**src/hw/rtl/trlseq_pkg.sv**
```systemverilog
`timescale 1ns / 1ps
// ----------------------------------------------------------------------------
// trlseq_pkg: shared types and codes of the two-road traffic light sequencer
// Phase codes, configuration bundle and result word layout.
// ----------------------------------------------------------------------------
package trlseq_pkg;

  localparam int unsigned LenW   = 7;
  localparam int unsigned PhaseW = 3;
  localparam int unsigned DigitW = 4;

  // register indexes on the configuration port
  localparam logic [2:0] RegSouthPhaseLen   = 3'd0;
  localparam logic [2:0] RegSouthYellowLen  = 3'd1;
  localparam logic [2:0] RegWestYellowLen   = 3'd2;
  localparam logic [2:0] RegWestGreenLen    = 3'd3;
  localparam logic [2:0] RegManualChangeLen = 3'd4;

  // reset values of the length registers
  localparam logic [LenW-1:0] SouthPhaseLenRst   = 7'd15;
  localparam logic [LenW-1:0] SouthYellowLenRst  = 7'd3;
  localparam logic [LenW-1:0] WestYellowLenRst   = 7'd3;
  localparam logic [LenW-1:0] WestGreenLenRst    = 7'd20;
  localparam logic [LenW-1:0] ManualChangeLenRst = 7'd3;

  // phase codes
  localparam logic [PhaseW-1:0] PhIdle  = 3'd0;
  localparam logic [PhaseW-1:0] PhSouth = 3'd1;
  localparam logic [PhaseW-1:0] PhWestY = 3'd2;
  localparam logic [PhaseW-1:0] PhWestG = 3'd3;
  localparam logic [PhaseW-1:0] PhChgW  = 3'd4;
  localparam logic [PhaseW-1:0] PhChgS  = 3'd5;
  localparam logic [PhaseW-1:0] PhHoldW = 3'd6;
  localparam logic [PhaseW-1:0] PhHoldS = 3'd7;

  // largest count the two digits can show
  localparam logic [LenW-1:0] ShownMax = 7'd99;

  typedef struct packed {
    logic [LenW-1:0] manual_change_len;
    logic [LenW-1:0] west_green_len;
    logic [LenW-1:0] west_yellow_len;
    logic [LenW-1:0] south_yellow_len;
    logic [LenW-1:0] south_phase_len;
  } cfg_t;

  // declared msb first so the last field lands in bit 0 when packed
  typedef struct packed {
    logic              display_high_on;
    logic              display_low_on;
    logic [DigitW-1:0] count_units;
    logic [DigitW-1:0] count_tens;
    logic              south_green;
    logic              south_yellow;
    logic              south_red;
    logic              west_green;
    logic              west_yellow;
    logic              west_red;
  } result_t;

endpackage

```
**src/hw/rtl/trlseq_step.sv**
```systemverilog
`timescale 1ns / 1ps
// ----------------------------------------------------------------------------
// trlseq_step: one-tick update of the sequencer
// Next phase and countdown from the current state and switches, plus the
// lamp and digit word for the second that the tick starts.
// ----------------------------------------------------------------------------
module trlseq_step (
  input  logic [trlseq_pkg::PhaseW-1:0] phase_i,
  input  logic [trlseq_pkg::LenW-1:0]   remaining_i,
  input  trlseq_pkg::cfg_t              cfg_i,
  input  logic                          manual_enable_i,
  input  logic                          manual_south_i,
  output logic [trlseq_pkg::PhaseW-1:0] phase_o,
  output logic [trlseq_pkg::LenW-1:0]   remaining_o,
  output trlseq_pkg::result_t           result_o
);

  logic                          counting;
  logic                          in_south;
  logic [trlseq_pkg::LenW:0]     yellow_sum;
  logic                          lit;
  logic [trlseq_pkg::LenW-1:0]   shown;
  logic [14:0]                   tens_prod;
  logic [trlseq_pkg::DigitW-1:0] tens;
  logic [trlseq_pkg::LenW-1:0]   tens_x10;
  logic [trlseq_pkg::LenW-1:0]   units;

  // a zero length still gives a one-second phase
  function automatic logic [trlseq_pkg::LenW-1:0] fix_len(
    input logic [trlseq_pkg::LenW-1:0] len
  );
    fix_len = (len == '0) ? trlseq_pkg::LenW'(1) : len;
  endfunction

  always_comb begin
    phase_o     = phase_i;
    remaining_o = remaining_i;
    counting    = (phase_i != trlseq_pkg::PhIdle) &&
                  (phase_i != trlseq_pkg::PhHoldW) &&
                  (phase_i != trlseq_pkg::PhHoldS);

    if (counting && (remaining_i > trlseq_pkg::LenW'(1))) begin
      remaining_o = remaining_i - trlseq_pkg::LenW'(1);
    end else if (counting && (phase_i == trlseq_pkg::PhSouth)) begin
      phase_o     = trlseq_pkg::PhWestY;
      remaining_o = fix_len(cfg_i.west_yellow_len);
    end else if (counting && (phase_i == trlseq_pkg::PhWestY)) begin
      phase_o     = trlseq_pkg::PhWestG;
      remaining_o = fix_len(cfg_i.west_green_len);
    end else if (!manual_enable_i) begin
      phase_o     = trlseq_pkg::PhSouth;
      remaining_o = fix_len(cfg_i.south_phase_len);
    end else if (manual_south_i) begin
      if ((phase_i == trlseq_pkg::PhChgS) || (phase_i == trlseq_pkg::PhHoldS)) begin
        phase_o     = trlseq_pkg::PhHoldS;
        remaining_o = '0;
      end else begin
        phase_o     = trlseq_pkg::PhChgS;
        remaining_o = fix_len(cfg_i.manual_change_len);
      end
    end else begin
      if ((phase_i == trlseq_pkg::PhChgW) || (phase_i == trlseq_pkg::PhHoldW)) begin
        phase_o     = trlseq_pkg::PhHoldW;
        remaining_o = '0;
      end else begin
        phase_o     = trlseq_pkg::PhChgW;
        remaining_o = fix_len(cfg_i.manual_change_len);
      end
    end
  end

  // lamps for the new phase
  always_comb begin
    result_o   = '0;
    in_south   = 1'b0;
    yellow_sum = {1'b0, remaining_o} + {1'b0, cfg_i.south_yellow_len};
    case (phase_o)
      trlseq_pkg::PhSouth: begin
        in_south                = 1'b1;
        result_o.west_red       = 1'b1;
        result_o.south_yellow   = yellow_sum > {1'b0, cfg_i.south_phase_len};
        result_o.south_green    = !(yellow_sum > {1'b0, cfg_i.south_phase_len});
        result_o.display_low_on = 1'b1;
        result_o.display_high_on = 1'b1;
      end
      trlseq_pkg::PhWestY: begin
        result_o.south_red       = 1'b1;
        result_o.west_yellow     = 1'b1;
        result_o.display_low_on  = 1'b1;
        result_o.display_high_on = 1'b1;
      end
      trlseq_pkg::PhWestG: begin
        result_o.south_red       = 1'b1;
        result_o.west_green      = 1'b1;
        result_o.display_low_on  = 1'b1;
        result_o.display_high_on = 1'b1;
      end
      trlseq_pkg::PhChgW: begin
        result_o.south_red      = 1'b1;
        result_o.west_yellow    = 1'b1;
        result_o.display_low_on = 1'b1;
      end
      trlseq_pkg::PhChgS: begin
        result_o.west_red        = 1'b1;
        result_o.south_yellow    = 1'b1;
        result_o.display_high_on = 1'b1;
      end
      trlseq_pkg::PhHoldW: begin
        result_o.south_red  = 1'b1;
        result_o.west_green = 1'b1;
      end
      default: begin
        result_o.west_red    = 1'b1;
        result_o.south_green = 1'b1;
      end
    endcase

    // digits: saturate, then split by reciprocal multiply (exact below 100)
    lit       = result_o.display_low_on || result_o.display_high_on || in_south;
    shown     = !lit ? '0 :
                (remaining_o > trlseq_pkg::ShownMax) ? trlseq_pkg::ShownMax : remaining_o;
    tens_prod = {8'd0, shown} * 15'd205;
    tens      = tens_prod[14:11];
    tens_x10  = {tens, 3'b000} + {2'b00, tens, 1'b0};
    units     = shown - tens_x10;
    result_o.count_tens  = tens;
    result_o.count_units = units[trlseq_pkg::DigitW-1:0];
  end

endmodule

```
**src/hw/rtl/two_road_traffic_light_sequencer_top.sv**
```systemverilog
`timescale 1ns / 1ps
// ----------------------------------------------------------------------------
// two_road_traffic_light_sequencer_top: tick-driven two-road light sequencer
// Output: the result word of an accepted tick word is registered in the output
//   register, or in the skid entry while the master side stalls.
// Throughput: one tick word per cycle while the skid entry is empty; the state update is a single pass.
// A two-entry output stage (main plus skid) absorbs master-side stalls.
// Reset clears phase, countdown, output valids and restores the length
//   registers to their defaults.
// ----------------------------------------------------------------------------
module two_road_traffic_light_sequencer_top (
  input  logic        clk_i,
  input  logic        rst_ni,
  // configuration write port
  input  logic        cfg_we_i,
  input  logic [2:0]  cfg_index_i,
  input  logic [6:0]  cfg_data_i,
  // tick words
  input  logic        s_axis_tvalid,
  output logic        s_axis_tready,
  input  logic [7:0]  s_axis_tdata,  // [0] manual_enable, [1] manual_south, [7:2] zero
  // result words
  output logic        m_axis_tvalid,
  input  logic        m_axis_tready,
  output logic [15:0] m_axis_tdata   // [0] west_red, [1] west_yellow, [2] west_green,
                                     // [3] south_red, [4] south_yellow, [5] south_green,
                                     // [9:6] count_tens, [13:10] count_units,
                                     // [14] display_low_on, [15] display_high_on
);

  trlseq_pkg::cfg_t                cfg_q;
  logic [trlseq_pkg::PhaseW-1:0]   phase_q, phase_d;
  logic [trlseq_pkg::LenW-1:0]     remaining_q, remaining_d;
  trlseq_pkg::result_t             step_res;
  trlseq_pkg::result_t             out_q, skid_q;
  logic                            out_vld_q, skid_vld_q;
  logic                            in_acc, out_acc;

  assign s_axis_tready = !skid_vld_q;
  assign in_acc        = s_axis_tvalid && s_axis_tready;
  assign out_acc       = m_axis_tvalid && m_axis_tready;
  assign m_axis_tvalid = out_vld_q;
  assign m_axis_tdata  = out_q;

  always_ff @(posedge clk_i or negedge rst_ni) begin
    if (!rst_ni) begin
      cfg_q.south_phase_len   <= trlseq_pkg::SouthPhaseLenRst;
      cfg_q.south_yellow_len  <= trlseq_pkg::SouthYellowLenRst;
      cfg_q.west_yellow_len   <= trlseq_pkg::WestYellowLenRst;
      cfg_q.west_green_len    <= trlseq_pkg::WestGreenLenRst;
      cfg_q.manual_change_len <= trlseq_pkg::ManualChangeLenRst;
    end else if (cfg_we_i) begin
      case (cfg_index_i)
        trlseq_pkg::RegSouthPhaseLen:   cfg_q.south_phase_len   <= cfg_data_i;
        trlseq_pkg::RegSouthYellowLen:  cfg_q.south_yellow_len  <= cfg_data_i;
        trlseq_pkg::RegWestYellowLen:   cfg_q.west_yellow_len   <= cfg_data_i;
        trlseq_pkg::RegWestGreenLen:    cfg_q.west_green_len    <= cfg_data_i;
        trlseq_pkg::RegManualChangeLen: cfg_q.manual_change_len <= cfg_data_i;
        default: ;
      endcase
    end
  end

  trlseq_step u_step (
    .phase_i         (phase_q),
    .remaining_i     (remaining_q),
    .cfg_i           (cfg_q),
    .manual_enable_i (s_axis_tdata[0]),
    .manual_south_i  (s_axis_tdata[1]),
    .phase_o         (phase_d),
    .remaining_o     (remaining_d),
    .result_o        (step_res)
  );

  always_ff @(posedge clk_i or negedge rst_ni) begin
    if (!rst_ni) begin
      phase_q     <= trlseq_pkg::PhIdle;
      remaining_q <= '0;
    end else if (in_acc) begin
      phase_q     <= phase_d;
      remaining_q <= remaining_d;
    end
  end

  // output register with skid entry
  always_ff @(posedge clk_i or negedge rst_ni) begin
    if (!rst_ni) begin
      out_vld_q  <= 1'b0;
      skid_vld_q <= 1'b0;
    end else begin
      if (!out_vld_q || out_acc) begin
        out_vld_q  <= skid_vld_q || in_acc;
        skid_vld_q <= 1'b0;
      end else if (in_acc) begin
        skid_vld_q <= 1'b1;
      end
    end
  end

  always_ff @(posedge clk_i) begin
    if (!out_vld_q || out_acc) begin
      out_q <= skid_vld_q ? skid_q : step_res;
    end
    if (in_acc && out_vld_q && !out_acc) begin
      skid_q <= step_res;
    end
  end

  // hold phases never carry a countdown
  a_hold_no_count: assert property (@(posedge clk_i) disable iff (!rst_ni)
    ((phase_q == trlseq_pkg::PhHoldW) || (phase_q == trlseq_pkg::PhHoldS))
      |-> (remaining_q == '0))
    else $error("hold phase with nonzero countdown");

  // counting phases always have at least one second left
  a_count_live: assert property (@(posedge clk_i) disable iff (!rst_ni)
    ((phase_q != trlseq_pkg::PhIdle) && (phase_q != trlseq_pkg::PhHoldW) &&
     (phase_q != trlseq_pkg::PhHoldS)) |-> (remaining_q != '0))
    else $error("counting phase with empty countdown");

  // the skid entry is only used behind a full output register
  a_skid_behind_out: assert property (@(posedge clk_i) disable iff (!rst_ni)
    skid_vld_q |-> out_vld_q)
    else $error("skid entry valid with empty output register");

  // dark displays show zero digits
  a_dark_digits: assert property (@(posedge clk_i) disable iff (!rst_ni)
    (out_vld_q && !out_q.display_low_on && !out_q.display_high_on)
      |-> ((out_q.count_tens == '0) && (out_q.count_units == '0)))
    else $error("digits nonzero with displays dark");

  // exactly one lamp per road
  a_one_lamp: assert property (@(posedge clk_i) disable iff (!rst_ni)
    out_vld_q |-> ($onehot({out_q.west_red, out_q.west_yellow, out_q.west_green}) &&
                   $onehot({out_q.south_red, out_q.south_yellow, out_q.south_green})))
    else $error("road without exactly one lamp lit");

endmodule

```
**config.mk**
```make
export PLATFORM = sky130hd
export DESIGN_NAME = two_road_traffic_light_sequencer_top
export DESIGN_NICKNAME = d
export VERILOG_FILES = /design/src/hw/rtl/trlseq_pkg.sv /design/src/hw/rtl/trlseq_step.sv /design/src/hw/rtl/two_road_traffic_light_sequencer_top.sv
export SDC_FILE = /design/constraint.sdc
export NUM_CORES = 1
export LEC_CHECK = 0
export BUFFER_PORTS_ARGS = -buffer_cell sky130_fd_sc_hd__buf_2
export CORE_ASPECT_RATIO = 0.7
export CORE_MARGIN = 10
export CORE_UTILIZATION = 50
export DETAILED_ROUTE_END_ITERATION = 16
export PLACE_DENSITY = 0.68
export SYNTH_ARGS = -nofsm -noshare
export SYNTH_HDL_FRONTEND = slang
export SYNTH_SLANG_ARGS = --single-unit
```
**constraint.sdc**
```tcl
create_clock -name clk_i -period 8.5 [get_ports clk_i]
set_input_delay 2.55 -clock clk_i [delete_from_list [all_inputs] [get_ports clk_i]]
set_output_delay 2.55 -clock clk_i [all_outputs]
set_load 0.05 [all_outputs]
```
# [After elaboration in Yosys (flattened, before gate mapping)]
# Cells that the tools add are included.
# Widths: inputs -> output; s select.
[word_totals] regBits=79 output_inout_bits=18
[classes] n_addsub=4 n_mul=1 order_cmp=3 eq_ne=18 mux=32 reduce_logical=37
[ops] op="$mux 7" n=13
[ops] op="$logic_not 7->1" n=4
[ops] op="$eq 3x3->1 const B" n=8
[ops] op="$mux 16" n=1
[ops] op="$eq 3x2->1 const B" n=5
[ops] op="$mul 7x8->15 const B" n=1
[ops] op="$mux 3" n=5
[ops] op="$reduce_or 4->1" n=3
[ops] op="$reduce_and 2->1" n=5
[ops] op="$eq 3x1->1 const B" n=3
[ops] op="$logic_and 1x1->1" n=9
[ops] op="$mux 1" n=9
[ops] op="$add 7x7->8" n=1
[ops] op="$gt 8x7->1" n=1
[ops] op="$gt 7x1->1 const B" n=1
[ops] op="$gt 7x7->1 const B" n=1
[ops] op="$sub 7x1->7 const B" n=1
[ops] op="$logic_or 1x1->1" n=6
[ops] op="$ne 3x3->1 const B" n=2
[ops] op="$reduce_or 5->1" n=1
[ops] op="$add 4x4->4" n=1
[ops] op="$logic_not 1->1" n=4
[ops] op="$mux 2" n=2
[ops] op="$pmux 1 s2" n=2
[ops] op="other kinds (5)" n=6

# [Depth between registers and ports, before layout]
# Gate-level depths: netlist (run 1).
[depth] ltp_word=18 ltp_mapped=29 ltp_nobuf=27

# [Hierarchy]
# A second synthesis (run 1) with hierarchy kept.
[hier_totals] cells_unflattened=443 area_unflattened_um2=5192.5
[modules_own_cells] module="two_road_traffic_light_sequencer_top" n_inst=1 cells_each=158 area_per_inst_um2=2967.8 seq_area_each_um2=2152.1
[modules_own_cells] module="trlseq_step" n_inst=1 cells_each=285 area_per_inst_um2=2224.6 seq_area_each_um2=0.0

# [Worst setup path before layout (run 1)]
# No wires, ideal clock.
[synth_path] kind="input to register" from="input s_axis_tdata[1]" to="register out_q, in the netlist m_axis_tdata[13], data pin" arrival_time_ns=8.350 required_ns=8.239 path_slack_ns=-0.111 stages=24 cell_sequence="xor2_2 > nor2_2 > o31a_1 > o32a_1 > buf_4 > nor2_1 > nor2_1 > ha_1 > ha_1 > fa_1 > inv_1 > fa_1 > inv_1 > ha_1 > a31o_2 > a21o_1 > a21o_1 > a211oi_1 > o21ai_0 > a221oi_1 > ha_1 > a22oi_1 > xnor3_2 > mux2_4"
[synth_lines] element="start: declaration" line="two_road_traffic_light_sequencer_top.sv:21" text="input logic [7:0] s_axis_tdata,"
[synth_lines] element="end signal: assignment" line="two_road_traffic_light_sequencer_top.sv:102" text="out_q <= skid_vld_q ? skid_q : step_res;"
[synth_lines] element="end: declaration" line="two_road_traffic_light_sequencer_top.sv:35" text="trlseq_pkg::result_t out_q, skid_q;"

==> impl_summary.log, run 1 <==
INFO  metric synth_async_sr_flop_share = 0.5949
INFO  metric vias_in_the_first_global_route = 3958
INFO  metric synth.ff_latch_count = 79
INFO  metric hold_path.class = flop to flop
INFO  metric regToRegStartpoint = phase_q[1]
INFO  metric route.detailed.vias_per_inst = between 5 and 6
INFO  metric post_synth_main_area_contributors = edfxtp_1 (18%), dfrtp_1 (17%), ha_1 (12%)
INFO  metric outcome = finished, final reports clean
INFO  metric min_from = skid_q[12]
INFO  metric final.setup_skew = 0.006212 ns
INFO  metric post-cts-setup-buffers = 0
INFO  metric cts_tree = done
INFO  metric die_w = roughly 140 um
INFO  metric worst_hold_path.num_cells = 2
INFO  metric number_of_clock_sinks_seen_by_cts = between 70 and 80
INFO  metric slowest_stage_cell_on_the_critical_path = fa_1
INFO  metric slew-limit-headroom = 0.1749
INFO  metric ys_seq_area_frac = 0.4071
INFO  metric remaining_drc_errors = 0
INFO  metric synth_edf_count = 32
INFO  metric synth_top_cell_by_area = edfxtp_1
INFO  metric synth_warnings = 0
INFO  metric r2r.worst_path.cells = 24
INFO  metric grt-ovfl-total = 0
INFO  metric globalplace.congestion = 0.9004
INFO  metric synthesis.instances = roughly 500
INFO  metric routedWlPerCell = 16.78 um
INFO  metric yosys.cell_count.top_type = inv_1
INFO  metric synth_top_area_share = 0.1818
INFO  metric grt_pass1_wl = 19.71 mm
INFO  metric crit_fanout = 6
INFO  metric worst-slew-pin-transition = 1.235 ns
INFO  metric synth_fp_nets = 577
INFO  metric drv.max_cap_violation_count = 0
INFO  metric fin_area = 6176 um2
INFO  metric final_layout_size_suffix_gt1_frac = 0.2947
INFO  metric report.final.slew_viol_count = 0
INFO  metric dieArea = approximately 15000 um2
INFO  metric grt_usage = 0.1607
INFO  metric core_region_area = 10320 um2
INFO  metric io_buffer_count = 34
INFO  metric critPathLaunchType = primary input
INFO  metric placementRows = 31
INFO  metric rsz0062_at_grt = no
INFO  metric required = 8.60 ns
INFO  metric crit_type = primary input to flop
INFO  metric netlist_top_cells_count = inv_1 (57), ha_1 (49), nand2_1 (46)
INFO  metric worst_skew_pair.late_latency = roughly 0.34 ns
INFO  metric timing.final.hold_violations = 0
INFO  metric drt.antenna.violating_nets = 0
INFO  metric antenna_violations_before_repair = 0
INFO  metric synthFlopType = dfrtp_1
INFO  metric maximum_number_of_pins_on_one_net_before_global_route_repair = 48
INFO  metric detail_route.iter0.violations = 263
INFO  metric final_nets = 646
INFO  metric die-height = around 110 um
INFO  metric tritoncts.num_buffers = 9
INFO  metric worst_stage_delay_on_the_critical_path = 0.52 ns
INFO  metric synth.lib_cells_used.distinct = 73
INFO  metric cp_data_arrival_time = roughly 8.3 ns
INFO  metric cts-htree-levels = 3
INFO  metric final.min_clock_period = 8.200 ns
INFO  metric max-clock-path-buffers = 2
INFO  metric dr_total_vias = 3902
INFO  metric clockRootBuffer = clkbuf_16
INFO  metric worstSetupEndpointType = flop
INFO  metric postSynthAreaPerCell = 10.66 um2
INFO  metric drt_pass1_iterations = 5
INFO  metric routed_wl = roughly 12 mm
INFO  metric final_min_period_over_clock_period = 0.9647
INFO  metric initial_core_util = 0.5124
INFO  metric cell_area_after_synthesis = 5286 um2
INFO  metric placed_area = about 5800 um2
INFO  metric final-setup-viol-count = 0
INFO  metric clock.fmax = roughly 0.12 GHz
INFO  metric synthToLayoutAreaGrowth = 16.83%
INFO  metric pin_count = 41
INFO  metric clkSlewWorstSetupHoldPaths = 0.06 ns
INFO  metric critical-path-top-cell-by-count = ha_1
INFO  metric critPathLaunch = s_axis_tdata[0]
INFO  metric diodes = 0
INFO  metric detailedPlacementHpwl = between 9 and 10 mm
==> cells in the final DEF, fill, tap and decap left out, types with 3 or more instances in the layout <==
master,Yosys,layout
inv_6,0,3
o21ai_0,24,23
edfxtp_1,32,32
nand2_1,46,46
nor3_1,6,6
nor4_1,4,4
nor2b_1,5,5
dfstp_2,12,12
nor2_1,29,28
o211ai_1,5,5
clkbuf_16,0,9
a21o_1,5,5
nor2_2,3,4
buf_2,1,34
dfrtp_1,35,35
nand2b_1,7,7
mux2_2,38,38
o21a_1,7,7
o22a_1,3,3
a21oi_1,19,19
nand3_1,5,5
o21bai_1,5,5
nand4_1,3,3
o31ai_1,4,4
mux2i_1,6,6
inv_1,57,57
ha_1,49,49
buf_4,4,40
fa_1,9,9
xnor2_1,11,11
==> critical path, delay by kind of cell <==
kind,cells,cell delay (ns)
adder cells (fa/ha/maj),6,2.23
AO/OA/AOI/OAI,9,1.57
multiplexers,3,0.83
buffers and inverters,6,0.69
XOR/XNOR,1,0.36
AND/OR/NAND/NOR,1,0.07
==> sequential cells by signal, summed over array words and instances, names as in the netlist <==
signal and cells:
m_axis_tvalid 1, cfg_q 35, remaining_q 7, skid_q 16, phase_q 3, skid_vld_q 1, m_axis_tdata 16
==> kinds of logic (layout without fill, tap and decap cells) <==
kind of cell | Yosys count | count (layout) | share of synthesized area
buf+inv | 75 | 149 | 0.06059
compound gates | 99 | 99 | 0.1340
xor+xnor | 16 | 16 | 0.03219
simple gates | 122 | 122 | 0.1160
flops | 79 | 79 | 0.4071
mux | 47 | 47 | 0.1001
fa+ha+maj | 58 | 58 | 0.1501
==> through the flow <==
step,TNS (ns),cells,util,hold WS (ns),worst slack (ns)
after floorplan,0,496,-,0.4720,0.04591
after global placement,-0.2083,686,0.5651,0.4995,-0.2083
after detailed placement,-0.3133,686,0.5651,0.5058,-0.2822
after CTS,0,702,0.5968,0.5208,0.05954
after global routing,0,702,0.5986,0.5394,0.04911
final,0,702,0.5986,0.5173,0.3004
==> area by class of cell <==
type	instances	area [um2]
fillers	850	4141
multi-input cells	342	2840
flip-flops and latches	79	2152
repair buffers	74	470.5
clock buffers	9	225.2
inverters	59	221.5
well taps	132	165.2
clock inverters	7	101.3
==> metal layers <==
| layer | up-vias | wire length (um) | global-route usage | part of all wire |
|---|---|---|---|---|
| met3 | 15 | 380 | 0.02846 | 0.032 |
| met1 | 1936 | 5776 | 0.2164 | 0.49 |
| met2 | 70 | 5440 | 0.2577 | 0.46 |
| met5 | - | 0 | 0 | 0 |
| met4 | 0 | 179 | 0.05140 | 0.015 |
| li1 | 1881 | - | - | - |
==> repair_timing <==
| item | in CTS | in global routing |
|---|---|---|
| hold buffers | 0 | 0 |
| endpoints found under the setup margin | 0 | 2 |
| gates resized for setup | 0 | 4 |
==> path summary, 6_finish.rpt <==
kind | to | slack (ns)
hold / removal | m_axis_tdata[12] | 0.52
hold reg to reg | m_axis_tdata[12] | 0.52
setup reg to reg | m_axis_tdata[13] | 1.70
max in group asynchronous | cfg_q[26] | 5.48
setup / recovery | m_axis_tdata[13] | 0.30
min in group asynchronous | cfg_q[11] | 2.39
Power of run 1 is left out: the tool's default activity adds up to more than one toggle a clock period on the data nets, which glitch-free logic cannot reach.
==> run 2, diff against run 1 <==
--- a/config.mk
+++ b/config.mk
@@ -14,3 +14,4 @@
 export SYNTH_ARGS = -nofsm -noshare
 export SYNTH_HDL_FRONTEND = slang
 export SYNTH_SLANG_ARGS = --single-unit
+export TNS_END_PERCENT = 50
==> constraint.sdc (replaced) <==
create_clock -name clk_i -period 9.1 [get_ports clk_i]
set_input_delay 2.73 -clock clk_i [delete_from_list [all_inputs] [get_ports clk_i]]
set_output_delay 2.73 -clock clk_i [all_outputs]
set_load 0.05 [all_outputs]
==> run 2 against run 1 <==
Hold slack improved by 0.0084 ns. Critical path depth down 1. Clock skew increased by 0.0056 ns. Via count shrank 4.9%. Critical endpoint unchanged. Design area is 2.7% lower.
==> impl_summary.log, run 2 (synthesis results as in run 1) <==
INFO  metric detail_route.iter0.violations = 269
INFO  metric post_layout_nonfiller_instances = 681
INFO  metric crit_fanout = 4
INFO  metric routed_wl = 11.47 mm
INFO  metric grt-ovfl-total = 0
INFO  metric drt_pass1_iterations = 4
INFO  metric crit_type = primary input to flop
INFO  metric tritoncts.num_buffers = 9
INFO  metric post_cts_hold_buffer_count = 0
INFO  metric outcome = finished, final reports clean
INFO  metric multiInputGateArea = 2819 um2
INFO  metric slowest_stage_cell_on_the_critical_path = fa_1
INFO  metric routedWlPerCell = around 17 um
INFO  metric critical-path-top-cell-by-count = ha_1
INFO  metric final_layout_size_suffix_gt1_frac = 0.2641
INFO  metric timing.final.hold_violations = 0
INFO  metric worst_skew_pair.late_latency = 0.34 ns
INFO  metric final_min_period_over_clock_period = 0.9538
INFO  metric report.final.slew_viol_count = 0
INFO  metric hold_ws = ~0.53 ns
INFO  metric critPathTopFamily = compound AO/OA/AOI/OAI gates
INFO  metric final-setup-viol-count = 0
INFO  metric post-cts-setup-buffers = 0
INFO  metric cts_tree = done
INFO  metric final.setup_skew = between 0.01 and 0.015 ns
INFO  metric mostFrequentLayoutCell = inv_1
INFO  metric core_region_area = 10320 um2
INFO  metric cp_data_arrival_time = 8.77 ns
INFO  metric min_from = remaining_q[6]
INFO  metric hold_path.class = flop to flop
INFO  metric pin_count = 41
INFO  metric required = 9.19 ns
INFO  metric maximum_number_of_pins_on_one_net_before_global_route_repair = 48
INFO  metric critPathLaunch = s_axis_tdata[1]
INFO  metric vias_in_the_first_global_route = 3877
INFO  metric dr_total_vias = 3710
INFO  metric dieArea = 15150 um2
INFO  metric globalplace.congestion = 0.8491
INFO  metric io_buffer_count = 34
INFO  metric largest_reg_flops = 35
INFO  metric initial_core_util = 0.5124
INFO  metric rsz0062_at_grt = no
INFO  metric drv.max_cap_violation_count = 0
INFO  metric diodes = 0
INFO  metric clockRootBuffer = clkbuf_16
INFO  metric fillers = 877
INFO  metric detailedPlacementHpwl = ~8.7 mm
INFO  metric most_used_cells_in_the_layout_excluding_fill_and_tap_cells = inv_1 (57), ha_1 (49), nand2_1 (46)
INFO  metric route.detailed.vias_per_inst = ~5.4
INFO  metric total_area_of_sequential_cells = 2152 um2
INFO  metric critPathLaunchType = primary input
INFO  metric final_nets = between 600 and 700
INFO  metric cts-htree-levels = 3
INFO  metric placementRows = 31
INFO  metric regToRegStartpoint = phase_q[0]
INFO  metric placed_cells_incl_taps = 665
INFO  metric fin_util = 0.5822
INFO  metric worstSetupEndpointType = flop
INFO  metric synthToLayoutAreaGrowth = 13.63%
INFO  metric final.min_clock_period = between 8 and 9 ns
INFO  metric antenna_violations_before_repair = 0
INFO  metric die-height = between 100 and 150 um
INFO  metric drt.antenna.violating_nets = 0
INFO  metric worst_stage_delay_on_the_critical_path = 0.50 ns
INFO  metric slew-limit-headroom = 0.2104
INFO  metric clock.fmax = 0.1152 GHz
INFO  metric number_of_clock_sinks_seen_by_cts = 79
INFO  metric grt_pass1_wl = 19.38 mm
INFO  metric largest_register_by_flop_count = cfg_q
INFO  metric worst-slew-pin-transition = 1.182 ns
INFO  metric critical_path_buf_inv_count = 4
INFO  metric max-clock-path-buffers = 2
INFO  metric clkSlewWorstSetupHoldPaths = 0.07 ns
INFO  metric grt_usage = 0.1586
INFO  metric remaining_drc_errors = 0
INFO  metric die_w = 142.9 um
-- run 2: through the flow --
| stage | instance area (um2) | TNS (ns) | setup WS, ns |
|---|---|---|---|
| 3_3_place_gp | 5665 | 0 | 0.06298 |
| 4_1_cts | 6002 | 0 | 0.3004 |
| 3_5_place_dp | 5665 | -0.04243 | -0.04243 |
| 2_1_floorplan | 5286 | 0 | 0.3089 |
| 6_report | 6007 | 0 | 0.4208 |
| 5_1_grt | 6007 | 0 | 0.08117 |
-- run 2: path summary, 6_finish.rpt --
check                      cells after the start                to  slack [ns]
setup / recovery                              25  m_axis_tdata[13]        0.42
hold / removal                                 2    remaining_q[6]        0.53
setup reg to reg                              24  m_axis_tdata[13]        2.08
hold reg to reg                                2    remaining_q[6]        0.53
max in group asynchronous                      1    remaining_q[1]        5.87
min in group asynchronous                      1          cfg_q[9]        2.58
-- run 2: timing repair --
action,in CTS,in global routing
hold endpoints to repair,0,0
setup endpoints to repair,0,1
gates resized for setup,0,1
-- run 2: cell type report --
type	count	area share
timing repair buffer	53	0.05207
clock inverter	6	0.01625
tap	132	0.02749
clock buffer	10	0.03978
multi-input combinational	342	0.4693
inverter	59	0.03687
sequential	79	0.3583
-- run 2: worst reg2reg max path, stage by stage, from the launching register on --
cell	delay, ns
dfrtp_1	0.71
nor3b_2	0.60
a21oi_1	0.08
o31a_1	0.15
o32a_2	0.34
nor2_1	0.11
buf_4	0.15
nor2_1	0.06
ha_1	0.30
ha_1	0.29
fa_1	0.50
inv_1	0.05
fa_1	0.50
inv_1	0.05
ha_1	0.30
a31o_2	0.24
a21o_1	0.17
a21o_1	0.19
a211oi_2	0.29
o21ai_0	0.17
a221oi_1	0.34
ha_1	0.33
a22oi_1	0.23
xnor3_2	0.38
mux2_4	0.26
-- run 2: layer usage --
metal | vias up | share of wire | track usage
li1 | 1842 | - | -
met1 | 1815 | 0.50 | 0.2157
met2 | 45 | 0.45 | 0.2497
met3 | 8 | 0.035 | 0.03735
met4 | 0 | 0.0096 | 0.03965
met5 | - | 0 | 0
Power of run 2 is left out for the same reason.
